==> config.mk <==
export PLATFORM = sky130hd
export DESIGN_NAME = miller_rabin_round
export DESIGN_NICKNAME = d
export VERILOG_FILES = /design/src/rtl/mrr_pkg.sv /design/src/rtl/mrr_split.sv /design/src/rtl/mrr_modmul.sv /design/src/rtl/miller_rabin_round.sv
export SDC_FILE = /design/constraint.sdc
export NUM_CORES = 1
export LEC_CHECK = 0
export BUFFER_PORTS_ARGS = -buffer_cell sky130_fd_sc_hd__buf_2
export CAP_MARGIN = 20
export CORE_MARGIN = 3
export CORE_UTILIZATION = 63
export CTS_CLUSTER_DIAMETER = 200
export DETAILED_ROUTE_END_ITERATION = 6
export GPL_TIMING_DRIVEN = 0
export PLACE_DENSITY = 0.8
export SYNTH_ARGS = -nofsm -noshare
export SYNTH_HDL_FRONTEND = slang
export SYNTH_SLANG_ARGS = --single-unit
export TNS_END_PERCENT = 20
==> constraint.sdc <==
create_clock -name clk -period 14.6 [get_ports clk]
set_input_delay 0.73 -clock clk [delete_from_list [all_inputs] [get_ports clk]]
set_output_delay 0.73 -clock clk [all_outputs]
set_load 0.05 [all_outputs]
==> src/rtl/mrr_pkg.sv <==
package mrr_pkg;

	// Result codes carried on the verdict port.
	localparam logic [1:0] VERDICT_COMPOSITE = 2'd0;
	localparam logic [1:0] VERDICT_PRIME     = 2'd1;
	localparam logic [1:0] VERDICT_INVALID   = 2'd2;

	localparam int unsigned VERDICT_W = 2;
	localparam int unsigned FIELD_W   = 32;
	localparam int unsigned COUNT_W   = 5;

	typedef enum logic [3:0] {
		ST_IDLE,
		ST_CHECK,
		ST_SPLIT,
		ST_SKIP,
		ST_SQR_GO,
		ST_SQR_WAIT,
		ST_MUL_GO,
		ST_MUL_WAIT,
		ST_STEP,
		ST_EVAL,
		ST_TEST,
		ST_SQB_GO,
		ST_SQB_WAIT,
		ST_FIN
	} ctl_state_t;

	typedef enum logic [1:0] {
		MM_IDLE,
		MM_DBL,
		MM_ADD
	} mm_state_t;

	// Handshake between the sequencer and a multi-cycle unit.
	typedef struct packed {
		logic start;
	} unit_req_t;

	typedef struct packed {
		logic done;
	} unit_rsp_t;

endpackage

==> src/rtl/mrr_split.sv <==
module mrr_split #(
	parameter int WIDTH = 32
) (
	input  logic                         clk,
	input  logic                         arst_n,
	input  mrr_pkg::unit_req_t           req,
	input  logic [WIDTH-1:0]             value,
	output mrr_pkg::unit_rsp_t           rsp,
	output logic [WIDTH-1:0]             odd,
	output logic [$clog2(WIDTH)-1:0]     twos
);

	localparam int KW = $clog2(WIDTH);

	logic             busy_q;
	logic [WIDTH-1:0] m_q;
	logic [KW-1:0]    k_q;
	logic             finish;

	// The value is nonzero, so a set low bit is always reached.
	assign finish   = busy_q && m_q[0];
	assign rsp.done = finish;
	assign odd      = m_q;
	assign twos     = k_q;

	always_ff @(posedge clk or negedge arst_n) begin
		if (!arst_n) begin
			busy_q <= 1'b0;
		end else if (req.start) begin
			busy_q <= 1'b1;
		end else if (finish) begin
			busy_q <= 1'b0;
		end
	end

	always_ff @(posedge clk) begin
		if (req.start) begin
			m_q <= value;
			k_q <= '0;
		end else if (busy_q && !m_q[0]) begin
			m_q <= {1'b0, m_q[WIDTH-1:1]};
			k_q <= k_q + KW'(1);
		end
	end

endmodule

==> src/rtl/mrr_modmul.sv <==
module mrr_modmul #(
	parameter int WIDTH = 32
) (
	input  logic               clk,
	input  logic               arst_n,
	input  mrr_pkg::unit_req_t req,
	input  logic [WIDTH-1:0]   x,
	input  logic [WIDTH-1:0]   y,
	input  logic [WIDTH-1:0]   n,
	output mrr_pkg::unit_rsp_t rsp,
	output logic [WIDTH-1:0]   p
);

	localparam int CW = $clog2(WIDTH + 1);

	mrr_pkg::mm_state_t state_q, state_d;

	logic [WIDTH-1:0] acc_q;
	logic [WIDTH-1:0] y_q;
	logic [CW-1:0]    cnt_q;
	logic             done_q;

	logic             use_x;
	logic             step;
	logic             shift;
	logic             last;
	logic [WIDTH-1:0] addend;
	logic [WIDTH:0]   sum;
	logic [WIDTH+1:0] diff;
	logic [WIDTH-1:0] red;

	// Both operands are below n, so one conditional subtract reduces the sum.
	assign addend = use_x ? x : acc_q;
	assign sum    = {1'b0, acc_q} + {1'b0, addend};
	assign diff   = {1'b0, sum} - {2'b00, n};
	assign red    = diff[WIDTH+1] ? sum[WIDTH-1:0] : diff[WIDTH-1:0];

	always_comb begin
		state_d = state_q;
		unique case (state_q)
			mrr_pkg::MM_IDLE: begin
				if (req.start) begin
					state_d = mrr_pkg::MM_DBL;
				end
			end
			mrr_pkg::MM_DBL: begin
				if (y_q[WIDTH-1]) begin
					state_d = mrr_pkg::MM_ADD;
				end else if (cnt_q == CW'(1)) begin
					state_d = mrr_pkg::MM_IDLE;
				end
			end
			mrr_pkg::MM_ADD: begin
				if (cnt_q == CW'(1)) begin
					state_d = mrr_pkg::MM_IDLE;
				end else begin
					state_d = mrr_pkg::MM_DBL;
				end
			end
			default: state_d = mrr_pkg::MM_IDLE;
		endcase
	end

	always_comb begin
		use_x = 1'b0;
		step  = 1'b0;
		shift = 1'b0;
		unique case (state_q)
			mrr_pkg::MM_IDLE: begin
			end
			mrr_pkg::MM_DBL: begin
				step  = 1'b1;
				shift = !y_q[WIDTH-1];
			end
			mrr_pkg::MM_ADD: begin
				use_x = 1'b1;
				step  = 1'b1;
				shift = 1'b1;
			end
			default: begin
			end
		endcase
		last = shift && (cnt_q == CW'(1));
	end

	always_ff @(posedge clk or negedge arst_n) begin
		if (!arst_n) begin
			state_q <= mrr_pkg::MM_IDLE;
			done_q  <= 1'b0;
		end else begin
			state_q <= state_d;
			done_q  <= last;
		end
	end

	always_ff @(posedge clk) begin
		if (state_q == mrr_pkg::MM_IDLE && req.start) begin
			acc_q <= '0;
			y_q   <= y;
			cnt_q <= CW'(WIDTH);
		end else begin
			if (step) begin
				acc_q <= red;
			end
			if (shift) begin
				y_q   <= {y_q[WIDTH-2:0], 1'b0};
				cnt_q <= cnt_q - CW'(1);
			end
		end
	end

	assign rsp.done = done_q;
	assign p        = acc_q;

endmodule

==> src/rtl/miller_rabin_round.sv <==
// Channel  Direction  Handshake          Beat contents
// input    in         in_valid/in_stall   candidate, witness
// output   out        out_valid/out_stall verdict, odd_part, twos_count
//
// A multiplication holds the sequencer through a start, one doubling per multiplier bit
// plus one add per one bit, and a done strobe. The odd part has at most WIDTH-k bits, so
// the power and the k check squarings need at most 2*WIDTH multiplications, and an
// invalid item skips the split and the power and goes straight to the finish state.
// Reset clears the sequencer and the output valid; the block takes one item
// at a time and holds a finished beat in the output register while stalled.
module miller_rabin_round #(
	parameter int WIDTH = 32
) (
	input  logic                              clk,
	input  logic                              arst_n,
	input  logic                              in_valid,
	output logic                              in_stall,
	input  logic [mrr_pkg::FIELD_W-1:0]       candidate,
	input  logic [mrr_pkg::FIELD_W-1:0]       witness,
	output logic                              out_valid,
	input  logic                              out_stall,
	output logic [mrr_pkg::VERDICT_W-1:0]     verdict,
	output logic [mrr_pkg::FIELD_W-1:0]       odd_part,
	output logic [mrr_pkg::COUNT_W-1:0]       twos_count
);

	localparam int KW = $clog2(WIDTH);
	localparam int CW = $clog2(WIDTH + 1);

	mrr_pkg::ctl_state_t state_q, state_d;

	logic [WIDTH-1:0] n_q;
	logic [WIDTH-1:0] a_q;
	logic [WIDTH-1:0] nm1_q;
	logic [WIDTH-1:0] z_q;
	logic [WIDTH-1:0] e_q;
	logic [CW-1:0]    cnt_q;
	logic [KW-1:0]    i_q;
	logic             inv_q;
	logic [mrr_pkg::VERDICT_W-1:0] verd_q;

	logic                          out_valid_q;
	logic [mrr_pkg::VERDICT_W-1:0] verdict_q;
	logic [mrr_pkg::FIELD_W-1:0]   odd_part_q;
	logic [mrr_pkg::COUNT_W-1:0]   twos_count_q;

	logic               accept;
	logic               invalid;
	logic               out_free;
	mrr_pkg::unit_req_t split_req;
	mrr_pkg::unit_rsp_t split_rsp;
	mrr_pkg::unit_req_t mul_req;
	mrr_pkg::unit_rsp_t mul_rsp;
	logic [WIDTH-1:0]   split_m;
	logic [KW-1:0]      split_k;
	logic [WIDTH-1:0]   mul_x;
	logic [WIDTH-1:0]   mul_p;

	assign in_stall = (state_q != mrr_pkg::ST_IDLE);
	assign accept   = in_valid && !in_stall;
	assign out_free = !out_valid_q || !out_stall;

	// The witness must lie in 1..n-2, which is a+1 < n once n is at least 3.
	assign invalid = (n_q < WIDTH'(3)) || (a_q == '0) ||
		(({1'b0, a_q} + (WIDTH + 1)'(1)) >= {1'b0, n_q});

	mrr_split #(
		.WIDTH(WIDTH)
	) u_split (
		.clk   (clk),
		.arst_n(arst_n),
		.req   (split_req),
		.value (nm1_q),
		.rsp   (split_rsp),
		.odd   (split_m),
		.twos  (split_k)
	);

	// The multiplier reads x on every add, so the witness stays selected until it finishes.
	assign mul_x = (state_q == mrr_pkg::ST_MUL_GO || state_q == mrr_pkg::ST_MUL_WAIT) ?
		a_q : z_q;

	mrr_modmul #(
		.WIDTH(WIDTH)
	) u_modmul (
		.clk   (clk),
		.arst_n(arst_n),
		.req   (mul_req),
		.x     (mul_x),
		.y     (z_q),
		.n     (n_q),
		.rsp   (mul_rsp),
		.p     (mul_p)
	);

	always_comb begin
		state_d = state_q;
		unique case (state_q)
			mrr_pkg::ST_IDLE: begin
				if (accept) begin
					state_d = mrr_pkg::ST_CHECK;
				end
			end
			mrr_pkg::ST_CHECK: begin
				state_d = invalid ? mrr_pkg::ST_FIN : mrr_pkg::ST_SPLIT;
			end
			mrr_pkg::ST_SPLIT: begin
				if (split_rsp.done) begin
					state_d = mrr_pkg::ST_SKIP;
				end
			end
			mrr_pkg::ST_SKIP: begin
				if (e_q[WIDTH-1]) begin
					state_d = mrr_pkg::ST_SQR_GO;
				end
			end
			mrr_pkg::ST_SQR_GO:   state_d = mrr_pkg::ST_SQR_WAIT;
			mrr_pkg::ST_SQR_WAIT: begin
				if (mul_rsp.done) begin
					state_d = e_q[WIDTH-1] ? mrr_pkg::ST_MUL_GO : mrr_pkg::ST_STEP;
				end
			end
			mrr_pkg::ST_MUL_GO:   state_d = mrr_pkg::ST_MUL_WAIT;
			mrr_pkg::ST_MUL_WAIT: begin
				if (mul_rsp.done) begin
					state_d = mrr_pkg::ST_STEP;
				end
			end
			mrr_pkg::ST_STEP: begin
				state_d = (cnt_q == CW'(1)) ? mrr_pkg::ST_EVAL : mrr_pkg::ST_SQR_GO;
			end
			mrr_pkg::ST_EVAL: begin
				state_d = (z_q == WIDTH'(1)) ? mrr_pkg::ST_FIN : mrr_pkg::ST_TEST;
			end
			mrr_pkg::ST_TEST: begin
				if (i_q == split_k || z_q == nm1_q) begin
					state_d = mrr_pkg::ST_FIN;
				end else begin
					state_d = mrr_pkg::ST_SQB_GO;
				end
			end
			mrr_pkg::ST_SQB_GO:   state_d = mrr_pkg::ST_SQB_WAIT;
			mrr_pkg::ST_SQB_WAIT: begin
				if (mul_rsp.done) begin
					state_d = mrr_pkg::ST_TEST;
				end
			end
			mrr_pkg::ST_FIN: begin
				if (out_free) begin
					state_d = mrr_pkg::ST_IDLE;
				end
			end
			default: state_d = mrr_pkg::ST_IDLE;
		endcase
	end

	always_comb begin
		split_req.start = 1'b0;
		mul_req.start   = 1'b0;
		unique case (state_q)
			mrr_pkg::ST_CHECK: split_req.start = !invalid;
			mrr_pkg::ST_SQR_GO,
			mrr_pkg::ST_MUL_GO,
			mrr_pkg::ST_SQB_GO: mul_req.start = 1'b1;
			default: begin
			end
		endcase
	end

	always_ff @(posedge clk or negedge arst_n) begin
		if (!arst_n) begin
			state_q     <= mrr_pkg::ST_IDLE;
			out_valid_q <= 1'b0;
		end else begin
			state_q <= state_d;
			if (state_q == mrr_pkg::ST_FIN && out_free) begin
				out_valid_q <= 1'b1;
			end else if (!out_stall) begin
				out_valid_q <= 1'b0;
			end
		end
	end

	always_ff @(posedge clk) begin
		unique case (state_q)
			mrr_pkg::ST_IDLE: begin
				if (accept) begin
					n_q   <= WIDTH'(candidate);
					a_q   <= WIDTH'(witness);
					nm1_q <= WIDTH'(candidate) - WIDTH'(1);
				end
			end
			mrr_pkg::ST_CHECK: begin
				inv_q  <= invalid;
				verd_q <= mrr_pkg::VERDICT_INVALID;
			end
			mrr_pkg::ST_SPLIT: begin
				if (split_rsp.done) begin
					e_q   <= split_m;
					cnt_q <= CW'(WIDTH);
					z_q   <= WIDTH'(1);
				end
			end
			mrr_pkg::ST_SKIP: begin
				if (!e_q[WIDTH-1]) begin
					e_q   <= {e_q[WIDTH-2:0], 1'b0};
					cnt_q <= cnt_q - CW'(1);
				end
			end
			mrr_pkg::ST_SQR_WAIT,
			mrr_pkg::ST_MUL_WAIT,
			mrr_pkg::ST_SQB_WAIT: begin
				if (mul_rsp.done) begin
					z_q <= mul_p;
				end
			end
			mrr_pkg::ST_STEP: begin
				e_q   <= {e_q[WIDTH-2:0], 1'b0};
				cnt_q <= cnt_q - CW'(1);
			end
			mrr_pkg::ST_EVAL: begin
				i_q    <= '0;
				verd_q <= (z_q == WIDTH'(1)) ? mrr_pkg::VERDICT_PRIME
					: mrr_pkg::VERDICT_COMPOSITE;
			end
			mrr_pkg::ST_TEST: begin
				if (z_q == nm1_q && i_q != split_k) begin
					verd_q <= mrr_pkg::VERDICT_PRIME;
				end
				i_q <= i_q + KW'(1);
			end
			mrr_pkg::ST_FIN: begin
				if (out_free) begin
					verdict_q    <= verd_q;
					odd_part_q   <= inv_q ? '0 : mrr_pkg::FIELD_W'(split_m);
					twos_count_q <= inv_q ? '0 : mrr_pkg::COUNT_W'(split_k);
				end
			end
			default: begin
			end
		endcase
	end

	assign out_valid  = out_valid_q;
	assign verdict    = verdict_q;
	assign odd_part   = odd_part_q;
	assign twos_count = twos_count_q;

	// A new beat appears on the output only when the sequencer finishes an item.
	a_out_from_fin: assert property (@(posedge clk) disable iff (!arst_n)
		$rose(out_valid) |-> $past(state_q == mrr_pkg::ST_FIN))
		else $error("output beat raised outside the finish state");

	// A valid verdict always carries an odd factor of n-1.
	a_odd_part: assert property (@(posedge clk) disable iff (!arst_n)
		(out_valid && verdict != mrr_pkg::VERDICT_INVALID) |-> odd_part[0])
		else $error("odd_part is even on a valid verdict");

	// An invalid verdict carries zero in both factor fields.
	a_invalid_zero: assert property (@(posedge clk) disable iff (!arst_n)
		(out_valid && verdict == mrr_pkg::VERDICT_INVALID) |->
		(odd_part == '0 && twos_count == '0))
		else $error("invalid verdict with nonzero fields");

	// The multiplier reports completion only while the sequencer waits for it.
	a_mul_done_wait: assert property (@(posedge clk) disable iff (!arst_n)
		mul_rsp.done |-> (state_q == mrr_pkg::ST_SQR_WAIT ||
		state_q == mrr_pkg::ST_MUL_WAIT || state_q == mrr_pkg::ST_SQB_WAIT))
		else $error("multiplier finished outside a wait state");

endmodule

Word level (Yosys, flattened, before mapping)
Index checks and enable logic that the tools add are counted.
Widths: inputs -> output; s select.
- bits in registers: 329
- input port bits: 68
- output and inout bits: 41
- word-level logic and storage cells: 154
- add/sub/neg operators: 8
- order comparisons: 2
- equality and inequality tests: 34
- muxes and demuxes: 47
- reductions and logical operators: 40
- operators by type and width (cell ; number):
    $mux 32 ; 11
    $pmux 32 s3 ; 1
    $pmux 32 s2 ; 1
    $pmux 4 s14 ; 1
    $mux 4 ; 10
    $sub 33x32->34 ; 1
    $add 32x1->33 const B ; 1
    $add 32x32->33 ; 1
    $ge 33x32->1 ; 1
    $eq 32x1->1 const B ; 1
    $eq 32x32->1 ; 1
    $logic_not 32->1 ; 1
    $lt 32x2->1 const B ; 1
    $sub 32x1->32 const B ; 1
    $eq 4x4->1 const B ; 6
    $pmux 6 s3 ; 1
    $eq 4x3->1 const B ; 4
    $eq 6x1->1 const B ; 2
    $mux 6 ; 2
    $ne 2x1->1 const B ; 6
    $ne 2x2->1 const B ; 6
    $pmux 2 s3 ; 2
    $sub 6x1->6 const B ; 2
    $add 5x1->5 const B ; 2
    other kinds (25) ; 65

Longest topological paths before layout
- depth after elaboration: 7
- depth in mapped cells: 29
- depth with buffers taken out: 26

By module
From an unflattened synthesis, not the netlist that was laid out.
- cells, all modules: 1864
- area total of the unflattened synthesis: 19645.1 um^2
- modules (own cells, without submodules) (module ; times used ; cells each ; area an instance (um^2) ; sequential area each (um^2)):
    miller_rabin_round ; 1 ; 867 ; 10914.2 ; 6521.3
    mrr_modmul ; 1 ; 902 ; 7106.8 ; 1796.7
    mrr_split ; 1 ; 95 ; 1624.1 ; 1086.0

Worst setup path before layout
No wires, ideal clock.
- path kind: reg-to-reg
- start: register state_q[2]
- end: register u_modmul.acc_q[30] (netlist: u_modmul.p[30])
- library setup time: 0.114 ns
- arrival: 5.769 ns
- data required time: 14.486 ns
- slack: 8.717 ns
- cell stages (with the launch flop): 25
- path buffers: 3
- period minus slack after synthesis: 5.883 ns
- path through: dfrtp_1 clkbuf_1 buf_1 nand2_1 clkbuf_1 mux2i_1 a21oi_1 ha_1 a21oi_1 o21ai_0 a311oi_1 a2111oi_4 o211ai_1 a32oi_1 xor2_1 ha_1 nand4_1 or2_0 or4_1 a211oi_2 or2_2 a21oi_1 o21a_2 a31o_2 a21o_1
- cells in the longest elaborated chain, start to end: 7
- elaborated cells between the ends (all ways): 13
- classes of those cells: add/sub (2); eq/ne (4); mux (4); reduce/logical (3)
- RTL lines (element ; line ; RTL):
    start, declared ; miller_rabin_round.sv:30 ; mrr_pkg::ctl_state_t state_q, state_d;
    start signal, assigned ; miller_rabin_round.sv:172 ; state_q <= mrr_pkg::ST_IDLE;
    start signal, assigned ; miller_rabin_round.sv:175 ; state_q <= state_d;
    $eq 4x3->1, on equally long branches ; miller_rabin_round.sv:80, miller_rabin_round.sv:160 ;
    $logic_or 1x1->1 ; miller_rabin_round.sv:80 ; assign mul_x = (state_q == mrr_pkg::ST_MUL_GO || state_q == mrr_pkg::ST_MUL_WAIT) ?
    $mux 32 ; miller_rabin_round.sv:80 ;
    $mux 32 ; mrr_modmul.sv:33 ; assign addend = use_x ? x : acc_q;
    $add 32x32->33 ; mrr_modmul.sv:34 ; assign sum = {1'b0, acc_q} + {1'b0, addend};
    $sub 33x32->34 ; mrr_modmul.sv:35 ; assign diff = {1'b0, sum} - {2'b00, n};
    $mux 32 ; mrr_modmul.sv:36 ; assign red = diff[WIDTH+1] ? sum[WIDTH-1:0] : diff[WIDTH-1:0];
    end signal, assigned ; mrr_modmul.sv:103 ; acc_q <= red;
    end, declared ; mrr_modmul.sv:18 ; logic [WIDTH-1:0] acc_q;
Several ways; a longest one is shown, not always the timed one.
A chain may end at the register's enable or synchronous reset.

Worst setup path in the final report
- start: register state_q[2]
- end: register u_modmul.acc_q[6] (netlist: u_modmul.p[6])
The elaborated chain is that of the path after synthesis.

==> run_results.csv <==
group,metric,value,unit
yosys,syn-num-nets,2027,
sta,timing.final.crit_share,54.9,%
yosys,syn_area_per_cell,10.4,sq um
final_layout,mostFrequentLayoutCell,"edfxtp_1",
hold_path,hp-class,"in2async",
setup_path,endpoint_kind,"flip-flop",
placed_design,io_buffers,108,
routing,drt_iter0_markers,1558,
final_layout,layout-area-overhead-vs-synth,11.9,%
clock_tree,cts_max_level,2,
setup_path,arrival,8390,ps
sta,fin_tns_setup,0,ps
sta,maxSlewViolCount,0,
run,drv_cap,0,
sta,max_freq,125,MHz
yosys,synth-async-reset-ratio,2.74,%
setup_path,path_max_fanout,10,
global_routing,grt_pass1_vias,14992,
status,outcome,"finished clean",
sta,period_needed,8020,ps
yosys,synth_area,19300,sq um
floorplanning,die_w,181,um
floorplanning,num_rows,63,
yosys,ys_dominant_reg_cell,"edfxtp_1",
clock_tree,clock-root-buffer,"clkbuf_16",
clock_tree,cts_buffers,37,
floorplanning,die_area,32700,sq um
yosys,ys_ff_latch,329,
routing,ant_nets,0,
clock_tree,cts_tree,"built",
floorplanning,start_util,64.5,%
setup_path,reg2regPathDepth,24,
setup_path,cp-startpoint,"state_q[2]$_DFFE_PN0P_",
final_layout,drive_above_1_share,12.3,%
routing,routed_wl,56.0,mm
global_routing,antenna_found_initial,0,
routing,viasPerCell,6.41,
routing,avgRoutedWirePerCell,23.2,um
sta,setup_viol,0,
global_routing,grt_first_pass_wirelength,85.7,mm
sta,worst_pin_slew,1050,ps
final_layout,nets,2181,
placed_design,gp_congestion,1.01,
final_layout,most-common-layout-cells,"277 x edfxtp_1, 214 x nand2_1, 138 x nor2_1, 121 x buf_2, 118 x a21oi_1",
yosys,ys_types,85,
sta,slew_headroom,28.0,%
routing,first_pass_iters,5,
setup_path,r2r_slack,6580,ps
yosys,yosys_warnings,0,
floorplanning,io_pins,109,
yosys,seq_area_frac_synth,48.8,%
final_layout,post-route-util,72.2,%
setup_path,criticalPathCategory,"reg2reg",
clock_tree,clk_latency,520,ps
floorplanning,core_area,29900,sq um
setup_path,r2r-end,"u_modmul.p[6]$_SDFFE_PP0P_",
yosys,synth-edff-count,277,
global_routing,grt_max_degree,66,
routing,drc,0,
clock_tree,cts.sinks,329,
setup_path,critPathCapture,"u_modmul.p[6]$_SDFFE_PP0P_",
routing,via_count,15499,
global_routing,grtUsageTotal,33.6,%
clock_tree,holdBufCountCts,0,
sta,hold_viol,0,
floorplanning,dieHeight,181,um
yosys,syn_inst,1848,
global_routing,overflow,0,
sta,rsz0062_at_grt,"false",
setup_path,rr_startpoint,"state_q[2]$_DFFE_PN0P_",
setup_path,crit_required,14970,ps
sta,clock_skew,19.3,ps
final_layout,fill_cells,2120,
clock_tree,clock_path_buffers,3,
clock_tree,ctsResizeCount,0,
clock_tree,postCtsSetupBuffers,0,
placed_design,dpl.hpwl,43.9,mm
clock_tree,clk_pin_slew,60,ps
setup_path,startpoint_type,"flip-flop",
## synthesized netlist by cell type (all sizes together), types with 10 or more instances
master	count	area [sq um]
dfxtp	43	861
clkbuf	50	188
inv	71	267
a22o	30	263
nor3	31	165
edfxtp	277	8320
nor2b	52	325
xor2	59	517
a211oi	20	160
and2	42	263
buf	18	90.1
a21oi	119	596
nor4	34	234
a21o	36	270
a31oi	23	150
o211ai	12	95.1
nand3	36	180
mux2i	40	400
o21ai	78	398
nand4	40	265
nor2	139	522
mux2	31	349
xnor2	102	893
nand2	214	803
ha	109	1360
o21a	10	76.3
## layer usage
layer  global-route usage (%)  wire length (um)
met1                     43.7             21800
met2                     57.5             27300
met3                     3.74              4350
met4                     14.2              2590
met5                        0                 0
## flip-flops by register name, summed over array words and instances, names as in the netlist, 6 cells and up
signal,count
u_modmul.cnt_q,6
u_modmul.p,32
nm1_q,32
cnt_q,6
n_q,32
u_split.odd,32
odd_part,32
e_q,32
a_q,32
z_q,32
u_modmul.y_q,32
## worst max-delay path, stage by stage (launching register included)
cell and delay, ps:
dfrtp_1 350, clkbuf_1 370, buf_1 460, nand2_1 480, clkbuf_1 440, mux2i_1 210, a21oi_1 350, ha_1 360
a21oi_1 280, o21ai_0 160, a311oi_1 620, a2111oi_0 380, nor3_1 480, o21ai_0 140, a2bb2oi_1 300, ha_1 250
nand4_1 90, or2_0 260, or4_1 540, a211oi_2 220, o21ai_1 130, o211ai_2 260, buf_6 280, mux2i_1 320
a21oi_1 100
## through the flow
| step | setup slack (ps) | cell area (sq um) | hold WS, ps | std cells |
|---|---|---|---|---|
| 3_5_place_dp | 6680 | 20400 | 405 | 2353 |
| 6_report | 6580 | 21600 | 89.4 | 2419 |
| 2_1_floorplan | 8720 | 19300 | 400 | 1848 |
| 5_1_grt | 6130 | 21600 | 88.3 | 2418 |
| 4_1_cts | 6650 | 21600 | 84.9 | 2418 |
| 3_3_place_gp | 6740 | 20300 | 403 | 2346 |
## worst min path at each step
stage | depth (start not counted) | from | endpoint
floorplan | 0 | verd_q[0]$_DFFE_PP_ | verdict[0]$_DFFE_PP_
global placement | 0 | verd_q[1]$_DFFE_PP_ | verdict[1]$_DFFE_PP_
detailed placement | 0 | verd_q[0]$_DFFE_PP_ | verdict[0]$_DFFE_PP_
CTS | 1 | arst_n | u_modmul.state_q[0]$_DFFE_PN0P_
global route | 1 | arst_n | state_q[3]$_DFFE_PN0P_
finish | 1 | arst_n | state_q[3]$_DFFE_PN0P_
## area by class of cell
type,count,area (sq um),area share [%]
antenna,1,2.50,0.0116
buffer,68,278,1.29
clock buffer,47,983,4.56
clock inverter,18,138,0.638
inverter,71,267,1.24
multi-input combinational,1380,9350,43.4
sequential,329,9400,43.6
tap,390,488,2.26
timing repair buffer,115,654,3.03
## logic make-up (layout without fill, tap and decap cells)
kind of cell             after synthesis  in the layout  share of synthesized area [%]
multiplexers                          71             71                           3.89
other                                  0              1                              0
AND/OR/NAND/NOR                      649            649                           16.7
adder cells (fa/ha/maj)              111            111                           7.28
flip-flops                           329            329                           48.8
AO/OA/AOI/OAI                        388            388                           13.2
buffers and inverters                139            319                           2.82
XOR/XNOR                             161            161                           7.32
Power is not shown: default switching activity piles up to over one toggle a cycle in this logic, so the estimate is an artifact.
